File: config.mk
export PLATFORM = sky130hd
export DESIGN_NAME = marginalize_normalize_table_unit_flat
export DESIGN_NICKNAME = d
export VERILOG_FILES = /design/src/hdl/mnt_pkg.sv /design/src/hdl/mnt_if.sv /design/src/hdl/mnt_front.sv /design/src/hdl/mnt_queue.sv /design/src/hdl/mnt_back.sv /design/src/hdl/marginalize_normalize_table_unit.sv /design/src/flat_wrapper.sv
export SDC_FILE = /design/constraint.sdc
export NUM_CORES = 1
export LEC_CHECK = 0
export BUFFER_PORTS_ARGS = -buffer_cell sky130_fd_sc_hd__buf_2
export CORE_UTILIZATION = 70
export CTS_BUF_LIST = sky130_fd_sc_hd__clkbuf_8
export DETAILED_ROUTE_END_ITERATION = 8
export PLACE_DENSITY = 0.87
export SLEW_MARGIN = 20
export SYNTH_ARGS = -nofsm -noshare
export SYNTH_HDL_FRONTEND = slang
export SYNTH_HIERARCHICAL = 1
export SYNTH_SLANG_ARGS = --single-unit
File: constraint.sdc
create_clock -name clk -period 13.7 [get_ports clk]
set_input_delay 2.74 -clock clk [delete_from_list [all_inputs] [get_ports clk]]
set_output_delay 2.74 -clock clk [all_outputs]
set_load 0.02 [all_outputs]
File: src/hdl/mnt_pkg.sv
package mnt_pkg;

	// Fixed geometry of the table and of the number format.
	localparam int MAX_DIMS    = 4;
	localparam int MAX_CARD    = 16;
	localparam int VALUE_BITS  = 16;
	localparam int ACC_W       = 32;
	localparam int QUEUE_DEPTH = 4;

	// Field widths of the configuration registers and of the results.
	localparam int DIMS_W     = 3;
	localparam int CARD_W     = 5;
	localparam int KEEP_W     = $clog2(MAX_DIMS);
	localparam int BIN_W      = $clog2(MAX_CARD);
	localparam int REG_IDX_W  = 3;
	localparam int REG_DATA_W = 5;

	// Configuration register indexes.
	typedef enum logic [REG_IDX_W-1:0] {
		REG_DIMS  = 3'd0,
		REG_CARD0 = 3'd1,
		REG_CARD1 = 3'd2,
		REG_CARD2 = 3'd3,
		REG_CARD3 = 3'd4,
		REG_KEEP  = 3'd5
	} reg_idx_t;

	// Configuration after clamping to legal ranges.
	typedef struct packed {
		logic [DIMS_W-1:0]                  dims;
		logic [MAX_DIMS-1:0][CARD_W-1:0]    card;
		logic [KEEP_W-1:0]                  keep;
	} eff_cfg_t;

	// One classified entry travelling from the front end to the back end.
	typedef struct packed {
		logic [VALUE_BITS-1:0] value;
		logic [BIN_W-1:0]      bin;
		logic                  last;
	} q_item_t;

	// Back end sequencer states.
	typedef enum logic [1:0] {
		BK_ACC,
		BK_LOAD,
		BK_DIV,
		BK_EMIT
	} back_state_t;

	// A cardinality of zero counts as one; anything above the bin count is capped.
	function automatic logic [CARD_W-1:0] clamp_card(input logic [CARD_W-1:0] c);
		logic [CARD_W-1:0] r;
		r = c;
		if (c == '0) begin
			r = CARD_W'(1);
		end else if (c > CARD_W'(MAX_CARD)) begin
			r = CARD_W'(MAX_CARD);
		end
		return r;
	endfunction

	// Accumulator add that sticks at full scale.
	function automatic logic [ACC_W-1:0] sat_add(input logic [ACC_W-1:0] a,
		input logic [ACC_W-1:0] b);
		logic [ACC_W:0] s;
		s = {1'b0, a} + {1'b0, b};
		return s[ACC_W] ? {ACC_W{1'b1}} : s[ACC_W-1:0];
	endfunction

endpackage

File: src/hdl/mnt_if.sv
// Table entry channel.
interface mnt_entry_if;
	logic                            valid;
	logic                            ready;
	logic [mnt_pkg::VALUE_BITS-1:0]  entry_value;
	logic                            last_entry;

	modport source (output valid, output entry_value, output last_entry, input ready);
	modport sink (input valid, input entry_value, input last_entry, output ready);
endinterface

// Normalized marginal result channel.
interface mnt_result_if;
	logic                            valid;
	logic                            ready;
	logic [mnt_pkg::VALUE_BITS-1:0]  marginal_value;
	logic [mnt_pkg::BIN_W-1:0]       bin_index;
	logic                            last_result;
	logic                            zero_total;

	modport source (output valid, output marginal_value, output bin_index,
		output last_result, output zero_total, input ready);
	modport sink (input valid, input marginal_value, input bin_index,
		input last_result, input zero_total, output ready);
endinterface

// Configuration write channel.
interface mnt_cfg_if;
	logic                            valid;
	logic                            ready;
	logic [mnt_pkg::REG_IDX_W-1:0]   index;
	logic [mnt_pkg::REG_DATA_W-1:0]  data;

	modport source (output valid, output index, output data, input ready);
	modport sink (input valid, input index, input data, output ready);
endinterface

File: src/hdl/mnt_front.sv
module mnt_front (
	input  logic               clk,
	input  logic               arst_n,
	input  mnt_pkg::eff_cfg_t  cfg,
	mnt_entry_if.sink          entries,
	output mnt_pkg::q_item_t   push_item,
	output logic               push_valid,
	input  logic               push_ready
);
	import mnt_pkg::*;

	logic [MAX_DIMS-1:0][BIN_W-1:0] digits_q;
	logic [MAX_DIMS-1:0][BIN_W-1:0] digits_next;
	logic                           carry;
	logic                           accept;

	// Each entry is tagged with the digit of the kept dimension.
	assign push_item.value = entries.entry_value;
	assign push_item.bin   = digits_q[cfg.keep];
	assign push_item.last  = entries.last_entry;
	assign push_valid      = entries.valid;
	assign entries.ready   = push_ready;
	assign accept          = entries.valid && push_ready;

	// Mixed-radix increment, innermost dimension first; a digit at or past its
	// cardinality wraps and carries outward.
	always_comb begin
		digits_next = digits_q;
		carry       = 1'b1;
		for (int i = MAX_DIMS - 1; i >= 0; i--) begin
			if ((i < int'(cfg.dims)) && carry) begin
				if (({1'b0, digits_q[i]} + CARD_W'(1)) >= cfg.card[i]) begin
					digits_next[i] = '0;
				end else begin
					digits_next[i] = digits_q[i] + BIN_W'(1);
					carry          = 1'b0;
				end
			end
		end
	end

	// The coordinate restarts at the origin after the last entry of a table.
	always_ff @(posedge clk or negedge arst_n) begin
		if (!arst_n) begin
			digits_q <= '0;
		end else if (accept) begin
			if (entries.last_entry) begin
				digits_q <= '0;
			end else begin
				digits_q <= digits_next;
			end
		end
	end

endmodule

File: src/hdl/mnt_queue.sv
module mnt_queue (
	input  logic              clk,
	input  logic              arst_n,
	input  mnt_pkg::q_item_t  push_item,
	input  logic              push_valid,
	output logic              push_ready,
	output mnt_pkg::q_item_t  pop_item,
	output logic              pop_valid,
	input  logic              pop_ready
);
	import mnt_pkg::*;

	localparam int PTR_W = $clog2(QUEUE_DEPTH);
	localparam int CNT_W = $clog2(QUEUE_DEPTH + 1);

	q_item_t          mem_q [QUEUE_DEPTH];
	logic [PTR_W-1:0] wr_ptr_q;
	logic [PTR_W-1:0] rd_ptr_q;
	logic [CNT_W-1:0] count_q;
	logic             do_push;
	logic             do_pop;

	assign push_ready = (count_q != CNT_W'(QUEUE_DEPTH));
	assign pop_valid  = (count_q != '0);
	assign pop_item   = mem_q[rd_ptr_q];
	assign do_push    = push_valid && push_ready;
	assign do_pop     = pop_valid && pop_ready;

	// Storage of queued items.
	always_ff @(posedge clk) begin
		if (do_push) begin
			mem_q[wr_ptr_q] <= push_item;
		end
	end

	// Pointers wrap around the depth; the count tells full from empty.
	always_ff @(posedge clk or negedge arst_n) begin
		if (!arst_n) begin
			wr_ptr_q <= '0;
			rd_ptr_q <= '0;
			count_q  <= '0;
		end else begin
			if (do_push) begin
				wr_ptr_q <= (wr_ptr_q == PTR_W'(QUEUE_DEPTH - 1)) ? '0 : wr_ptr_q + PTR_W'(1);
			end
			if (do_pop) begin
				rd_ptr_q <= (rd_ptr_q == PTR_W'(QUEUE_DEPTH - 1)) ? '0 : rd_ptr_q + PTR_W'(1);
			end
			if (do_push && !do_pop) begin
				count_q <= count_q + CNT_W'(1);
			end else if (do_pop && !do_push) begin
				count_q <= count_q - CNT_W'(1);
			end
		end
	end

endmodule

File: src/hdl/mnt_back.sv
module mnt_back (
	input  logic              clk,
	input  logic              arst_n,
	input  mnt_pkg::eff_cfg_t cfg,
	input  mnt_pkg::q_item_t  pop_item,
	input  logic              pop_valid,
	output logic              pop_ready,
	mnt_result_if.source      results
);
	import mnt_pkg::*;

	localparam int STEP_W = $clog2(VALUE_BITS);

	back_state_t             state_q;
	back_state_t             state_next;

	logic [ACC_W-1:0]        bins_q [MAX_CARD];
	logic [MAX_CARD-1:0]     bin_vld_q;
	logic [ACC_W-1:0]        total_q;
	logic [BIN_W-1:0]        k_q;
	logic [ACC_W-1:0]        rem_q;
	logic [VALUE_BITS-1:0]   quot_q;
	logic                    zero_q;
	logic [STEP_W-1:0]       step_q;

	logic                    out_valid_q;
	logic [VALUE_BITS-1:0]   out_value_q;
	logic [BIN_W-1:0]        out_bin_q;
	logic                    out_last_q;
	logic                    out_zero_q;

	logic [BIN_W-1:0]        rd_addr;
	logic [ACC_W-1:0]        rd_data;
	logic [CARD_W-1:0]       bin_cnt;
	logic                    k_last;
	logic                    acc_en;
	logic                    load_out;
	logic                    run_done;
	logic                    total_zero;
	logic                    saturate;
	logic [ACC_W:0]          rem_dbl;
	logic                    rem_ge;
	logic [ACC_W:0]          rem_sub;

	// One read port on the bins: the accumulating entry's bin, or the bin being
	// normalized. A bin not touched since the last clear reads as zero.
	assign rd_addr = (state_q == BK_ACC) ? pop_item.bin : k_q;
	assign rd_data = bin_vld_q[rd_addr] ? bins_q[rd_addr] : '0;

	assign bin_cnt    = cfg.card[cfg.keep];
	assign k_last     = (({1'b0, k_q} + CARD_W'(1)) == bin_cnt);
	assign total_zero = (total_q == '0);
	assign saturate   = (rd_data >= total_q);

	// Restoring division step: the remainder stays below the total.
	assign rem_dbl = {rem_q, 1'b0};
	assign rem_ge  = (rem_dbl >= {1'b0, total_q});
	assign rem_sub = rem_dbl - {1'b0, total_q};

	// Handshake and enables derived from the state.
	always_comb begin
		pop_ready = (state_q == BK_ACC);
		acc_en    = (state_q == BK_ACC) && pop_valid;
		load_out  = (state_q == BK_EMIT) && (!out_valid_q || results.ready);
		run_done  = load_out && k_last;
	end

	// Next state.
	always_comb begin
		state_next = state_q;
		case (state_q)
			BK_ACC: begin
				if (acc_en && pop_item.last) begin
					state_next = BK_LOAD;
				end
			end
			BK_LOAD: begin
				if (total_zero || saturate) begin
					state_next = BK_EMIT;
				end else begin
					state_next = BK_DIV;
				end
			end
			BK_DIV: begin
				if (step_q == STEP_W'(VALUE_BITS - 1)) begin
					state_next = BK_EMIT;
				end
			end
			BK_EMIT: begin
				if (load_out) begin
					state_next = k_last ? BK_ACC : BK_LOAD;
				end
			end
			default: begin
				state_next = BK_ACC;
			end
		endcase
	end

	// Bin storage; valid bits handle the clear at reset and after each run.
	always_ff @(posedge clk) begin
		if (acc_en) begin
			bins_q[pop_item.bin] <= sat_add(rd_data, ACC_W'(pop_item.value));
		end
	end

	// Control state, total and bin counter.
	always_ff @(posedge clk or negedge arst_n) begin
		if (!arst_n) begin
			state_q   <= BK_ACC;
			bin_vld_q <= '0;
			total_q   <= '0;
			k_q       <= '0;
		end else begin
			state_q <= state_next;
			if (acc_en) begin
				bin_vld_q[pop_item.bin] <= 1'b1;
				total_q                 <= sat_add(total_q, ACC_W'(pop_item.value));
			end else if (run_done) begin
				bin_vld_q <= '0;
				total_q   <= '0;
			end
			if (load_out) begin
				k_q <= k_last ? '0 : k_q + BIN_W'(1);
			end
		end
	end

	// Divider datapath: load a bin, then one quotient bit per cycle.
	always_ff @(posedge clk) begin
		if (state_q == BK_LOAD) begin
			rem_q  <= rd_data;
			zero_q <= total_zero;
			step_q <= '0;
			quot_q <= (!total_zero && saturate) ? {VALUE_BITS{1'b1}} : '0;
		end else if (state_q == BK_DIV) begin
			rem_q  <= rem_ge ? rem_sub[ACC_W-1:0] : rem_dbl[ACC_W-1:0];
			quot_q <= {quot_q[VALUE_BITS-2:0], rem_ge};
			step_q <= step_q + STEP_W'(1);
		end
	end

	// Output register: holds a finished result until its transfer.
	always_ff @(posedge clk or negedge arst_n) begin
		if (!arst_n) begin
			out_valid_q <= 1'b0;
		end else if (load_out) begin
			out_valid_q <= 1'b1;
		end else if (results.ready) begin
			out_valid_q <= 1'b0;
		end
	end

	always_ff @(posedge clk) begin
		if (load_out) begin
			out_value_q <= quot_q;
			out_bin_q   <= k_q;
			out_last_q  <= k_last;
			out_zero_q  <= zero_q;
		end
	end

	assign results.valid          = out_valid_q;
	assign results.marginal_value = out_value_q;
	assign results.bin_index      = out_bin_q;
	assign results.last_result    = out_last_q;
	assign results.zero_total     = out_zero_q;

endmodule

File: src/hdl/marginalize_normalize_table_unit.sv
// Entries pass through a 4-deep queue and are taken one per cycle while it has room.
// After the last entry each bin of the kept dimension is loaded, then emitted when the
// total is zero or the bin saturates, else run through 16 divider steps and emitted,
// all on one shared restoring divider. Entries of the next table queue meanwhile.
// Reset sets the registers to one dimension of one value, keeping dimension 0, and
// empties the bins at once through per-bin valid bits; no clearing pass is needed.
module marginalize_normalize_table_unit (
	input  logic          clk,
	input  logic          arst_n,
	mnt_cfg_if.sink       cfg,
	mnt_entry_if.sink     entries,
	mnt_result_if.source  results
);
	import mnt_pkg::*;

	logic [DIMS_W-1:0]               dims_q;
	logic [MAX_DIMS-1:0][CARD_W-1:0] card_q;
	logic [KEEP_W-1:0]               keep_q;
	eff_cfg_t                        eff_cfg;
	logic [DIMS_W-1:0]               dims_eff;

	q_item_t                         push_item;
	logic                            push_valid;
	logic                            push_ready;
	q_item_t                         pop_item;
	logic                            pop_valid;
	logic                            pop_ready;

	// Register writes; indexes past the list are ignored.
	assign cfg.ready = 1'b1;

	always_ff @(posedge clk or negedge arst_n) begin
		if (!arst_n) begin
			dims_q <= DIMS_W'(1);
			card_q <= {MAX_DIMS{CARD_W'(1)}};
			keep_q <= '0;
		end else if (cfg.valid) begin
			case (cfg.index)
				REG_DIMS:  dims_q    <= cfg.data[DIMS_W-1:0];
				REG_CARD0: card_q[0] <= cfg.data[CARD_W-1:0];
				REG_CARD1: card_q[1] <= cfg.data[CARD_W-1:0];
				REG_CARD2: card_q[2] <= cfg.data[CARD_W-1:0];
				REG_CARD3: card_q[3] <= cfg.data[CARD_W-1:0];
				REG_KEEP:  keep_q    <= cfg.data[KEEP_W-1:0];
				default: begin
				end
			endcase
		end
	end

	// Clamp the registers into their legal ranges.
	always_comb begin
		dims_eff = dims_q;
		if (dims_q == '0) begin
			dims_eff = DIMS_W'(1);
		end else if (dims_q > DIMS_W'(MAX_DIMS)) begin
			dims_eff = DIMS_W'(MAX_DIMS);
		end
		eff_cfg.dims = dims_eff;
		for (int i = 0; i < MAX_DIMS; i++) begin
			eff_cfg.card[i] = clamp_card(card_q[i]);
		end
		if (DIMS_W'(keep_q) > (dims_eff - DIMS_W'(1))) begin
			eff_cfg.keep = KEEP_W'(dims_eff - DIMS_W'(1));
		end else begin
			eff_cfg.keep = keep_q;
		end
	end

	mnt_front u_front (
		.clk        (clk),
		.arst_n     (arst_n),
		.cfg        (eff_cfg),
		.entries    (entries),
		.push_item  (push_item),
		.push_valid (push_valid),
		.push_ready (push_ready)
	);

	mnt_queue u_queue (
		.clk        (clk),
		.arst_n     (arst_n),
		.push_item  (push_item),
		.push_valid (push_valid),
		.push_ready (push_ready),
		.pop_item   (pop_item),
		.pop_valid  (pop_valid),
		.pop_ready  (pop_ready)
	);

	mnt_back u_back (
		.clk       (clk),
		.arst_n    (arst_n),
		.cfg       (eff_cfg),
		.pop_item  (pop_item),
		.pop_valid (pop_valid),
		.pop_ready (pop_ready),
		.results   (results)
	);

endmodule

File: src/flat_wrapper.sv
// flat-port wrapper written by rule: the top's interface ports become plain ports
module marginalize_normalize_table_unit_flat import mnt_pkg::*;
  (clk, arst_n, cfg_valid, cfg_index, cfg_data, cfg_ready, entries_valid, entries_entry_value, entries_last_entry, entries_ready, results_valid, results_marginal_value, results_bin_index, results_last_result, results_zero_total, results_ready);
  mnt_cfg_if cfg_i ();
  mnt_entry_if entries_i ();
  mnt_result_if results_i ();
  input  logic clk;
  input  logic arst_n;
  input wire logic [$bits(cfg_i.valid)-1:0] cfg_valid;
  input wire logic [$bits(cfg_i.index)-1:0] cfg_index;
  input wire logic [$bits(cfg_i.data)-1:0] cfg_data;
  output wire logic [$bits(cfg_i.ready)-1:0] cfg_ready;
  input wire logic [$bits(entries_i.valid)-1:0] entries_valid;
  input wire logic [$bits(entries_i.entry_value)-1:0] entries_entry_value;
  input wire logic [$bits(entries_i.last_entry)-1:0] entries_last_entry;
  output wire logic [$bits(entries_i.ready)-1:0] entries_ready;
  output wire logic [$bits(results_i.valid)-1:0] results_valid;
  output wire logic [$bits(results_i.marginal_value)-1:0] results_marginal_value;
  output wire logic [$bits(results_i.bin_index)-1:0] results_bin_index;
  output wire logic [$bits(results_i.last_result)-1:0] results_last_result;
  output wire logic [$bits(results_i.zero_total)-1:0] results_zero_total;
  input wire logic [$bits(results_i.ready)-1:0] results_ready;
  assign cfg_i.valid = cfg_valid;
  assign cfg_i.index = cfg_index;
  assign cfg_i.data = cfg_data;
  assign cfg_ready = cfg_i.ready;
  assign entries_i.valid = entries_valid;
  assign entries_i.entry_value = entries_entry_value;
  assign entries_i.last_entry = entries_last_entry;
  assign entries_ready = entries_i.ready;
  assign results_valid = results_i.valid;
  assign results_marginal_value = results_i.marginal_value;
  assign results_bin_index = results_i.bin_index;
  assign results_last_result = results_i.last_result;
  assign results_zero_total = results_i.zero_total;
  assign results_i.ready = results_ready;
  marginalize_normalize_table_unit u_core (.clk(clk), .arst_n(arst_n), .cfg(cfg_i), .entries(entries_i), .results(results_i));
endmodule
# --- Yosys cells after proc, flatten, opt, wreduce, memory -nomap -nowiden ---
# Memories as Yosys holds them, arrays and structs flattened.
# Cells that the tools add are included.
word_totals:
  regBits: 178
  latchBits: 0
  mem_bits_rw: 596
  romBits: 0
  word_cells: 195
  mem_count: 2
memory_table:
  columns: ["memory", "depth", "word_bits", "rd", "rd_clocked_by_memory_dff", "wr", "line_no", "source"]
  rows:
  - ["u_core.u_back.bins_q", 16, 32, 1, 0, 1, "mnt_back.sv:17", "logic [ACC_W-1:0] bins_q [MAX_CARD];"]
  - ["u_core.u_queue.mem_q", 4, 21, 1, 0, 1, "mnt_queue.sv:16", "q_item_t mem_q [QUEUE_DEPTH];"]
classes:
  n_addsub: 19
  mul: 0
  div_mod_pow: 0
  magnitude_cmp: 20
  eq_ne: 16
  n_shift: 0
  mux: 65
  bitwise_logic: 1
  n_reduce_logical: 46
ops:
  columns: ["cell", "n"]
  rows:
  - ["32-bit two-way mux", 8]
  - ["16-bit two-way mux", 6]
  - ["32-bit by 16-bit adder with 33-bit output", 2]
  - ["5-bit two-way mux", 9]
  - ["4-bit two-way mux", 11]
  - ["33-bit by 32-bit >= comparator with 1-bit output", 1]
  - ["32-bit >= comparator", 1]
  - ["32-bit logical NOT", 1]
  - ["32-bit subtractor", 1]
  - ["4-bit by 1-bit adder with 5-bit output (second input constant)", 5]
  - ["4-bit by 1-bit adder with 4-bit output (second input constant)", 6]
  - ["5-bit >= comparator", 4]
  - ["5-bit > comparator (second input constant)", 4]
  - ["5-bit logical NOT", 4]
  - ["2-bit AND reduction", 10]
  - ["1-bit two-way mux", 16]
  - ["16-bit bitwise OR", 1]
  - ["2-bit nonzero test", 8]
  - ["1-bit logical AND", 12]
  - ["2-bit two-way mux", 6]
  - ["3-bit two-way mux", 4]
  - ["5-bit binary-select mux with 2-bit select", 1]
  - ["4-bit by 5-bit less-than comparator with 1-bit output (second input constant)", 2]
  - ["4-bit binary-select mux with 2-bit select", 1]
  - ["27 further kinds", 43]

# --- Depth between registers and ports, before layout ---
# Gate-level depths: netlist of run 1.
depth:
  ltp_word: 13
  ltp_mapped: 30
  depth_no_buf: 21

# --- Cells and area by module ---
# The synthesis of run 1 kept the hierarchy.
modules_own_cells:
  columns: ["module", "n_inst", "cells_each", "area_per_inst_um2", "seq_area_each_um2"]
  rows:
  - ["mnt_back", 1, 2525, 30760.8, 18963.2]
  - ["mnt_queue", 1, 147, 3509.6, 2697.6]
  - ["mnt_front", 1, 188, 1687.9, 400.4]
  - ["marginalize_normalize_table_unit", 1, 105, 1273.7, 631.9]

# --- Worst setup path before layout of run 1 ---
# Ideal clock, no wire load.
synth_path:
  path_type: "reg2reg"
  startpoint: "register u_core.u_queue.rd_ptr_q[0]"
  endpoint: "memory u_core.u_back.bins_q[0][28] (data pin)"
  setup_time_ps: 291
  arrival_ps: 5668
  setup_slack_ps: 7741
  path_stages_with_launch: 26
  path_cell_list: "dfrtp_1 -> buf_6 -> buf_12 -> mux4_2 -> buf_2 -> mux2i_1 -> buf_2 -> buf_2 -> buf_2 -> buf_1 -> clkbuf_1 -> nand2_1 -> nand3_1 -> nand3_1 -> a311oi_1 -> ha_1 -> nor2b_1 -> o311ai_0 -> a31oi_1 -> o21ai_0 -> a311oi_1 -> and2_1 -> and3_1 -> buf_2 -> and3_1 -> a21oi_1"
synth_lines:
  columns: ["item", "line_no", "source"]
  rows:
  - ["from (decl)", "mnt_queue.sv:18", "logic [PTR_W-1:0] rd_ptr_q;"]
  - ["from (signal assigned)", "mnt_queue.sv:47", "rd_ptr_q <= (rd_ptr_q == PTR_W'(QUEUE_DEPTH - 1)) ? '0 : rd_ptr_q + PTR_W'(1);"]
  - ["to (decl)", "mnt_back.sv:17", null]

==> summary.md, run 1 <==
| Metric | Value |
|---|---|
| Result of the run | complete, no violations |
| Root Driver | clkbuf_8 |
| Worst R2R Start | u_core/u_queue/rd_ptr_q[1] |
| Worst r2r dst | u_core/u_back/bins_q[2][2] |
| Yosys cell types | 99 |
| Fillers | 3008 |
| Worst path cell trace | mux4_2 -> mux2_8 -> buf_4 -> nand2_1 -> and3_1 -> a311oi_1 -> a311oi_1 -> a311oi_1 -> ha_1 -> and4_1 -> o311ai_0 -> a31oi_1 -> o21ai_0 -> a311oi_1 -> and2_1 -> and3_1 -> nand2_2 -> o21ai_1 |
| Tcrit/Tclk final | 66.4% |
| Drt first pass iters | 6 |
| Worst hold stages | 0 |
| Layout cells sized above 1 | 13.6% |
| Worst-skew pair later-pin latency | 0.75 ns |
| Total GRT Usage | 34.6% |
| Yosys top cell area share | 53.8% |
| Yosys reg bits | 774 |
| Dominant cell type by area after synthesis | edfxtp_1 |
| DR vias | 25792 |
| Final core utilization | 76.7% |
| CP Launch Type | flip-flop |
| DR DRC count | 0 |
| Simple-Gate Fraction of Synth Area | 13.1% |
| Worst Hold End | u_core/u_back/results.zero_total |
| Via density | 6.78 |
| EDFF count, synth | 667 |
| Clock-pin slew on the worst setup and hold paths | 0.07 ns |
| Kind of critical path | reg2reg |
| Final setup TNS | 0 ns |
| Final nets | 3191 |
| Synth area leaders | edfxtp_1, dfrtp_1, nand2_1 |
| Post-Syn Area | 37200 um^2 |
| Post-CTS setup buffer count | 0 |
| Yosys warnings | 6 |
| Final WL | 93.2 mm |
| Mux cell area share after synthesis | 7.93% |
| Clk sinks | 774 |
| Ys flop type | edfxtp_1 |
| Maxcap violations | 0 |
| Syn Inst Count | 2965 |
| Fmax achieved | 0.110 GHz |
| WP data required | 14.09 ns |
| Area growth, synth to finish | 8.28% |
| CP peak stage delay | 1.06 ns |
| Slew Limit Fails | 0 |
| CTS H-Tree Depth | 3 |
| Initial Utilization | 70.8% |
| Multi-input logic area | 13500 um^2 |
| Largest net degree at the start of global routing | 192 |
| Resized cells post-CTS | 0 |
| Site row count | 84 |
| Die X-Extent | 233 um |
| CTS tree | done |
| Mean Syn Cell Area | 12.6 um^2 |
| Placed Area | 38000 um^2 |
| RSZ-0062 raised after global routing | no |
| RePlAce Congestion | 0.979 |
| Net Count, Synth | 3135 |
| I/O pins | 55 |
| PortBufs | 53 |
| Fin. Hold Viols | 0 |
| Die height | 233 um |
| Most Frequent Cell on Critical Path | a311oi_1 |
| GRT Residual Overflow | 0 |
| Number of DRC markers in iteration 0 | 3307 |
| Hold Path Origin | u_core/u_back/zero_q |
| CP max-delay cell | dfrtp_1 |
| Reg2reg setup slack | 4.60 ns |
| Vias in the first global route | 25573 |
| Core box area | 52600 um^2 |
| Min-Delay Path Class | reg2reg |
| Die Area | 54100 um^2 |
| Hold_buf cts | 0 |
| Commonest non-fill, non-tap cell in the layout | edfxtp_1 |
| Most frequent cells in the layout | edfxtp_1, nand2_1, nand3_1 |
| Post-synthesis sequential area ratio | 61.0% |
| Largest family of logic cells by synthesized area | simple AND/OR/NAND/NOR gates |
| CTS Buf Count | 114 |
| Worst Path Max Fanout | 136 |
| First-pass GRT wire length | 140 mm |
| Clock Path Buffers | 3 |
| WP data arrival | 9.49 ns |
| DP Wirelength | 56.2 mm |
| DRT antenna net count | 0 |
| WL/cell | 24.5 um |
| Crit. End Element | flip-flop |
| Final Setup Violations | 0 |
| Minimum clock period | 9.10 ns |
| Compound-Gate Fraction of Synth Area | 8.14% |
| Synth Area in Adders | 4.79% |
| Initial antenna violation count | 1 |
| Worst-Margin Slew | 1.16 ns |
| Clock Skew | 0.0341 ns |
| XOR/XNOR Fraction of Synth Area | 1.72% |
| Ys async rst share | 13.3% |
| Worst R2R Path Depth | 18 |
| Final instance area | 40300 um^2 |
| Register Area | 22700 um^2 |
| Relative slew slack | 22.2% |
==> how the worst max path moves through the flow <==
| stage | endpoint | start | cells after the start | slack, ns |
|---|---|---|---|---|
| after global routing | u_core/u_back/bins_q[2][2] | u_core/u_queue/rd_ptr_q[1] | 18 | 4.25 |
| final | u_core/u_back/bins_q[2][2] | u_core/u_queue/rd_ptr_q[1] | 18 | 4.60 |
| after detailed placement | u_core/u_back/bins_q[12][20] | u_core/u_queue/rd_ptr_q[1] | 18 | 4.99 |
| after CTS | u_core/u_back/bins_q[6][20] | u_core/u_queue/rd_ptr_q[1] | 18 | 4.93 |
| after global placement | u_core/u_back/bins_q[8][2] | u_core/u_queue/rd_ptr_q[1] | 18 | 5.16 |
| after floorplan | u_core/u_back/bins_q[0][28] | u_core/u_queue/rd_ptr_q[0] | 25 | 7.74 |
==> synthesized netlist by cell type, types with 27 or more instances <==
cell,number
a21o_1,50
a21oi_1,99
a311oi_1,52
a31oi_1,30
and3_1,40
buf_2,47
buf_4,27
clkbuf_1,68
dfrtp_1,98
edfxtp_1,667
ha_1,136
inv_1,111
mux2_2,70
mux2i_1,91
mux4_2,44
nand2_1,477
nand3_1,220
nor2_1,136
nor2b_1,28
nor3_1,40
o21ai_0,74
xnor2_1,40
xor2_1,33
==> final cells by class <==
type                       instances  share of cell area [%]
multi-input combinational       1922                    33.4
clock inverter                    89                    1.49
tap                              688                    2.14
antenna                            1                 0.00621
inverter                         111                    1.03
clock buffer                     120                    4.10
timing repair buffer              98                    1.53
sequential                       774                    56.3
==> stage by stage <==
stage / hold WS (ns) / worst slack [ns] / std cells
4_1_cts: 0.443 / 4.93 / 3801
3_5_place_dp: 0.426 / 4.99 / 3592
2_1_floorplan: 0.400 / 7.74 / 2965
6_report: 0.444 / 4.60 / 3803
3_3_place_gp: 0.406 / 5.16 / 3592
5_1_grt: 0.456 / 4.25 / 3803
==> cell families (layout without fill, tap and decap cells) <==
logic type	after synthesis	after routing
AO/OA/AOI/OAI	436	436
XOR/XNOR	73	73
adder cells (fa/ha/maj)	140	140
buffers and inverters	269	418
flip-flops	774	774
multiplexers	217	217
other	1	2
AND/OR/NAND/NOR	1055	1055
==> critical path, delay by kind of cell (launching register included) <==
family,cells,cell delay [ns]
adder cells (fa/ha/maj),1,0.36
AND/OR/NAND/NOR,6,1.76
flip-flops,1,1.06
buffers and inverters,1,0.99
multiplexers,2,1.36
AO/OA/AOI/OAI,8,2.95
==> sequential cells by signal, indices dropped and copies added (netlist names), 3 cells and up <==
register,count
u_core/u_back/results.marginal_value,16
u_core/dims_q,3
u_core/card_q,20
u_core/u_back/results.bin_index,4
u_core/u_queue/count_q,3
u_core/u_back/bins_q,512
u_core/u_back/bin_vld_q,16
u_core/u_back/rem_q,32
u_core/u_queue/mem_q,84
u_core/u_back/k_q,4
u_core/u_back/total_q,32
u_core/u_back/quot_q,16
u_core/u_back/step_q,4
u_core/u_front/digits_q,16
==> layer usage <==
metal | vias to the layer above | share of wire [%] | track usage (%)
li1 | 11170 | - | -
met1 | 12327 | 35 | 42.7
met2 | 1847 | 47 | 55.7
met3 | 448 | 11 | 6.52
met4 | 0 | 7.0 | 23.8
met5 | - | 0 | 0
Power of run 1 is left out: the tool's default activity adds up to more than one toggle a clock period on the data nets, which glitch-free logic cannot reach.
==> run 2: changes to the inputs <==
Settings changed: ABC_AREA set to 1, CORE_UTILIZATION 70 to 59, PLACE_DENSITY 0.87 to 0.78.
Clock period 13.7 ns to 7.8 ns, I/O delays scaled along.
==> summary.md, run 2 <==
| Metric | Value |
|---|---|
| Total GRT Usage | 30.1% |
| EDFF count, synth | 667 |
| GRT Residual Overflow | 0 |
| PortBufs | 53 |
| Ys flop type | edfxtp_1 |
| Dominant cell type by area after synthesis | edfxtp_1 |
| Net Count, Synth | 4020 |
| CTS tree | done |
| Area growth, synth to finish | 8.27% |
| Commonest cells in the netlist | nand2_1, edfxtp_1, nand3_1 |
| CP Launch Type | flip-flop |
| Via density | 5.98 |
| Synth area leaders | edfxtp_1, nand2_1, nand3_1 |
| GR Util met2 | 47.7% |
| Clock-pin slew on the worst setup and hold paths | 0.06 ns |
| Count leader, synth | nand2_1 |
| Worst-Margin Slew | 1.08 ns |
| WP data arrival | 7.25 ns |
| Worst-skew pair later-pin latency | 0.77 ns |
| Site row count | 93 |
| Die Area | 66200 um^2 |
| DP Wirelength | 61.1 mm |
| Clock Path Buffers | 3 |
| Grt peak-use layer | met2 |
| Largest regs | u_core/u_back/bins_q: 512 flops, u_core/u_queue/mem_q: 84 flops |
| Setup WS post-layout | 1.00 ns |
| Root Driver | clkbuf_8 |
| Met1 Use GR | 40.2% |
| DR vias | 29062 |
| Slew Limit Fails | 0 |
| Max FFs per register | 512 |
| Layout cells sized above 1 | 10.5% |
| CTS H-Tree Depth | 3 |
| Core box area | 64500 um^2 |
| DR DRC count | 0 |
| First-pass GRT wire length | 153 mm |
| Yosys cell types | 54 |
| Yosys top cell area share | 52.1% |
| Drt first pass iters | 6 |
| Placement Setup Slack | 1.19 ns |
| Min Hold Slack | 0.422 ns |
| Relative slew slack | 28.0% |
| Post-CTS setup buffer count | 0 |
| Maxcap violations | 0 |
| Met3 usage | 5.91% |
| Initial antenna violation count | 1 |
| Syn Inst Count | 3850 |
| Vias in the first global route | 27861 |
| Initial Utilization | 59.7% |
| Kind of critical path | reg2reg |
| Post-synthesis sequential area ratio | 59.0% |
| Resized cells post-CTS | 0 |
| Hold_buf cts | 0 |
| Largest reg by FF count | u_core/u_back/bins_q |
| Number of DRC markers in iteration 0 | 3277 |
| Final instance area | 41600 um^2 |
| Final WL | 99.9 mm |
| Tcrit/Tclk final | 87.2% |
| Die height | 257 um |
| Clk sinks | 774 |
| Largest net degree at the start of global routing | 134 |
| Yosys reg bits | 774 |
| Yosys warnings | 6 |
| Result of the run | complete, no violations |
| Die X-Extent | 257 um |
| Final Setup Violations | 0 |
| Clock Skew | 0.0611 ns |
| Mean Syn Cell Area | 9.99 um^2 |
| WL/cell | 20.6 um |
| Placed Area | 39400 um^2 |
| Min-Delay Path Class | reg2reg |
| Post-Syn Area | 38500 um^2 |
| Fmax achieved | 0.147 GHz |
| Commonest non-fill, non-tap cell in the layout | nand2_1 |
| RSZ-0062 raised after global routing | no |
| WP data required | 8.25 ns |
| Final nets | 4075 |
| Worst Path Max Fanout | 31 |
| RePlAce Congestion | 0.970 |
| Fin. Hold Viols | 0 |
| I/O pins | 55 |
| Ys async rst share | 13.3% |
| DRT antenna net count | 0 |
| Crit. End Element | flip-flop |
| CTS Buf Count | 121 |
| Most frequent cells in the layout | nand2_1, edfxtp_1, nand3_1 |
| Minimum clock period | 6.80 ns |
| Final setup TNS | 0 ns |
## run 2: cell types whose count changed after synthesis, sizes merged, moves of 44 or more
cell	before	now
nor2	137	190
o211ai	5	73
mux4	51	0
inv	111	320
mux2	74	0
mux2i	92	0
nand3	221	512
a311oi	52	7
o21ai	77	210
nand2	479	1080
a21o	50	6
buf	89	137
## run 2: area by class of cell
class | count | area (um^2)
multi-input cells | 2574 | 13700
clock inverters | 86 | 484
diodes | 3 | 7.51
well taps | 855 | 1070
flip-flops and latches | 774 | 22700
inverters | 322 | 1210
fillers | 5028 | 22800
repair buffers | 112 | 723
clock buffers | 131 | 1800
## run 2: path summary, 6_finish.rpt
check / start / to / slack, ns / cells after the start
worst min register to register: u_core/u_back/quot_q[15] / u_core/u_back/results.marginal_value[15] / 0.42 / 0
worst max register to register: u_core/u_back/state_q[0] / u_core/u_back/bins_q[15][26] / 1.0 / 22
max in group asynchronous: arst_n / u_core/u_queue/rd_ptr_q[0] / 5.66 / 2
worst min-delay path: u_core/u_back/quot_q[15] / u_core/u_back/results.marginal_value[15] / 0.42 / 0
worst max-delay path: u_core/u_back/state_q[0] / u_core/u_back/bins_q[15][26] / 1.0 / 22
min in group asynchronous: arst_n / u_core/u_back/total_q[31] / 0.76 / 1
## run 2: cells by family (layout without fill, tap and decap cells)
family	after synthesis	count (layout)	synth area share, %
XOR/XNOR	59	59	1.34
other	1	4	0.00975
AO/OA/AOI/OAI	514	514	8.19
flip-flops	774	774	59.0
adder cells (fa/ha/maj)	140	140	4.63
AND/OR/NAND/NOR	1860	1860	20.9
buffers and inverters	502	651	5.99
## run 2: metrics by stage
step           std cells  utilization, %
4_1_cts             4854            64.6
2_1_floorplan       3850               -
3_3_place_gp        4637            61.0
5_1_grt             4856            64.6
3_5_place_dp        4637            61.0
6_report            4857            64.6
## run 2: layer usage
metal / wire length, um / part of all wire (%)
met1: 38700 / 39
met2: 46400 / 46
met3: 10300 / 10
met4: 4430 / 4.4
met5: 0 / 0
## run 2: worst max-delay path, cell delays in order, from the launching register on
cell,delay [ns]
dfrtp_1,0.39
inv_1,0.12
ha_1,0.45
o21ai_4,0.87
buf_4,0.56
nand3_1,0.13
nand3_1,0.13
nand2_4,0.13
inv_2,0.30
nand2_1,0.18
inv_1,0.08
ha_1,0.15
inv_1,0.05
fa_1,0.39
o21ai_0,0.31
a21boi_0,0.24
o21ai_0,0.37
nand3_1,0.12
nand2_1,0.20
nand3_2,0.19
nor2_4,0.22
nand3_1,0.30
nand3_1,0.57
Power of run 2 is left out for the same reason.
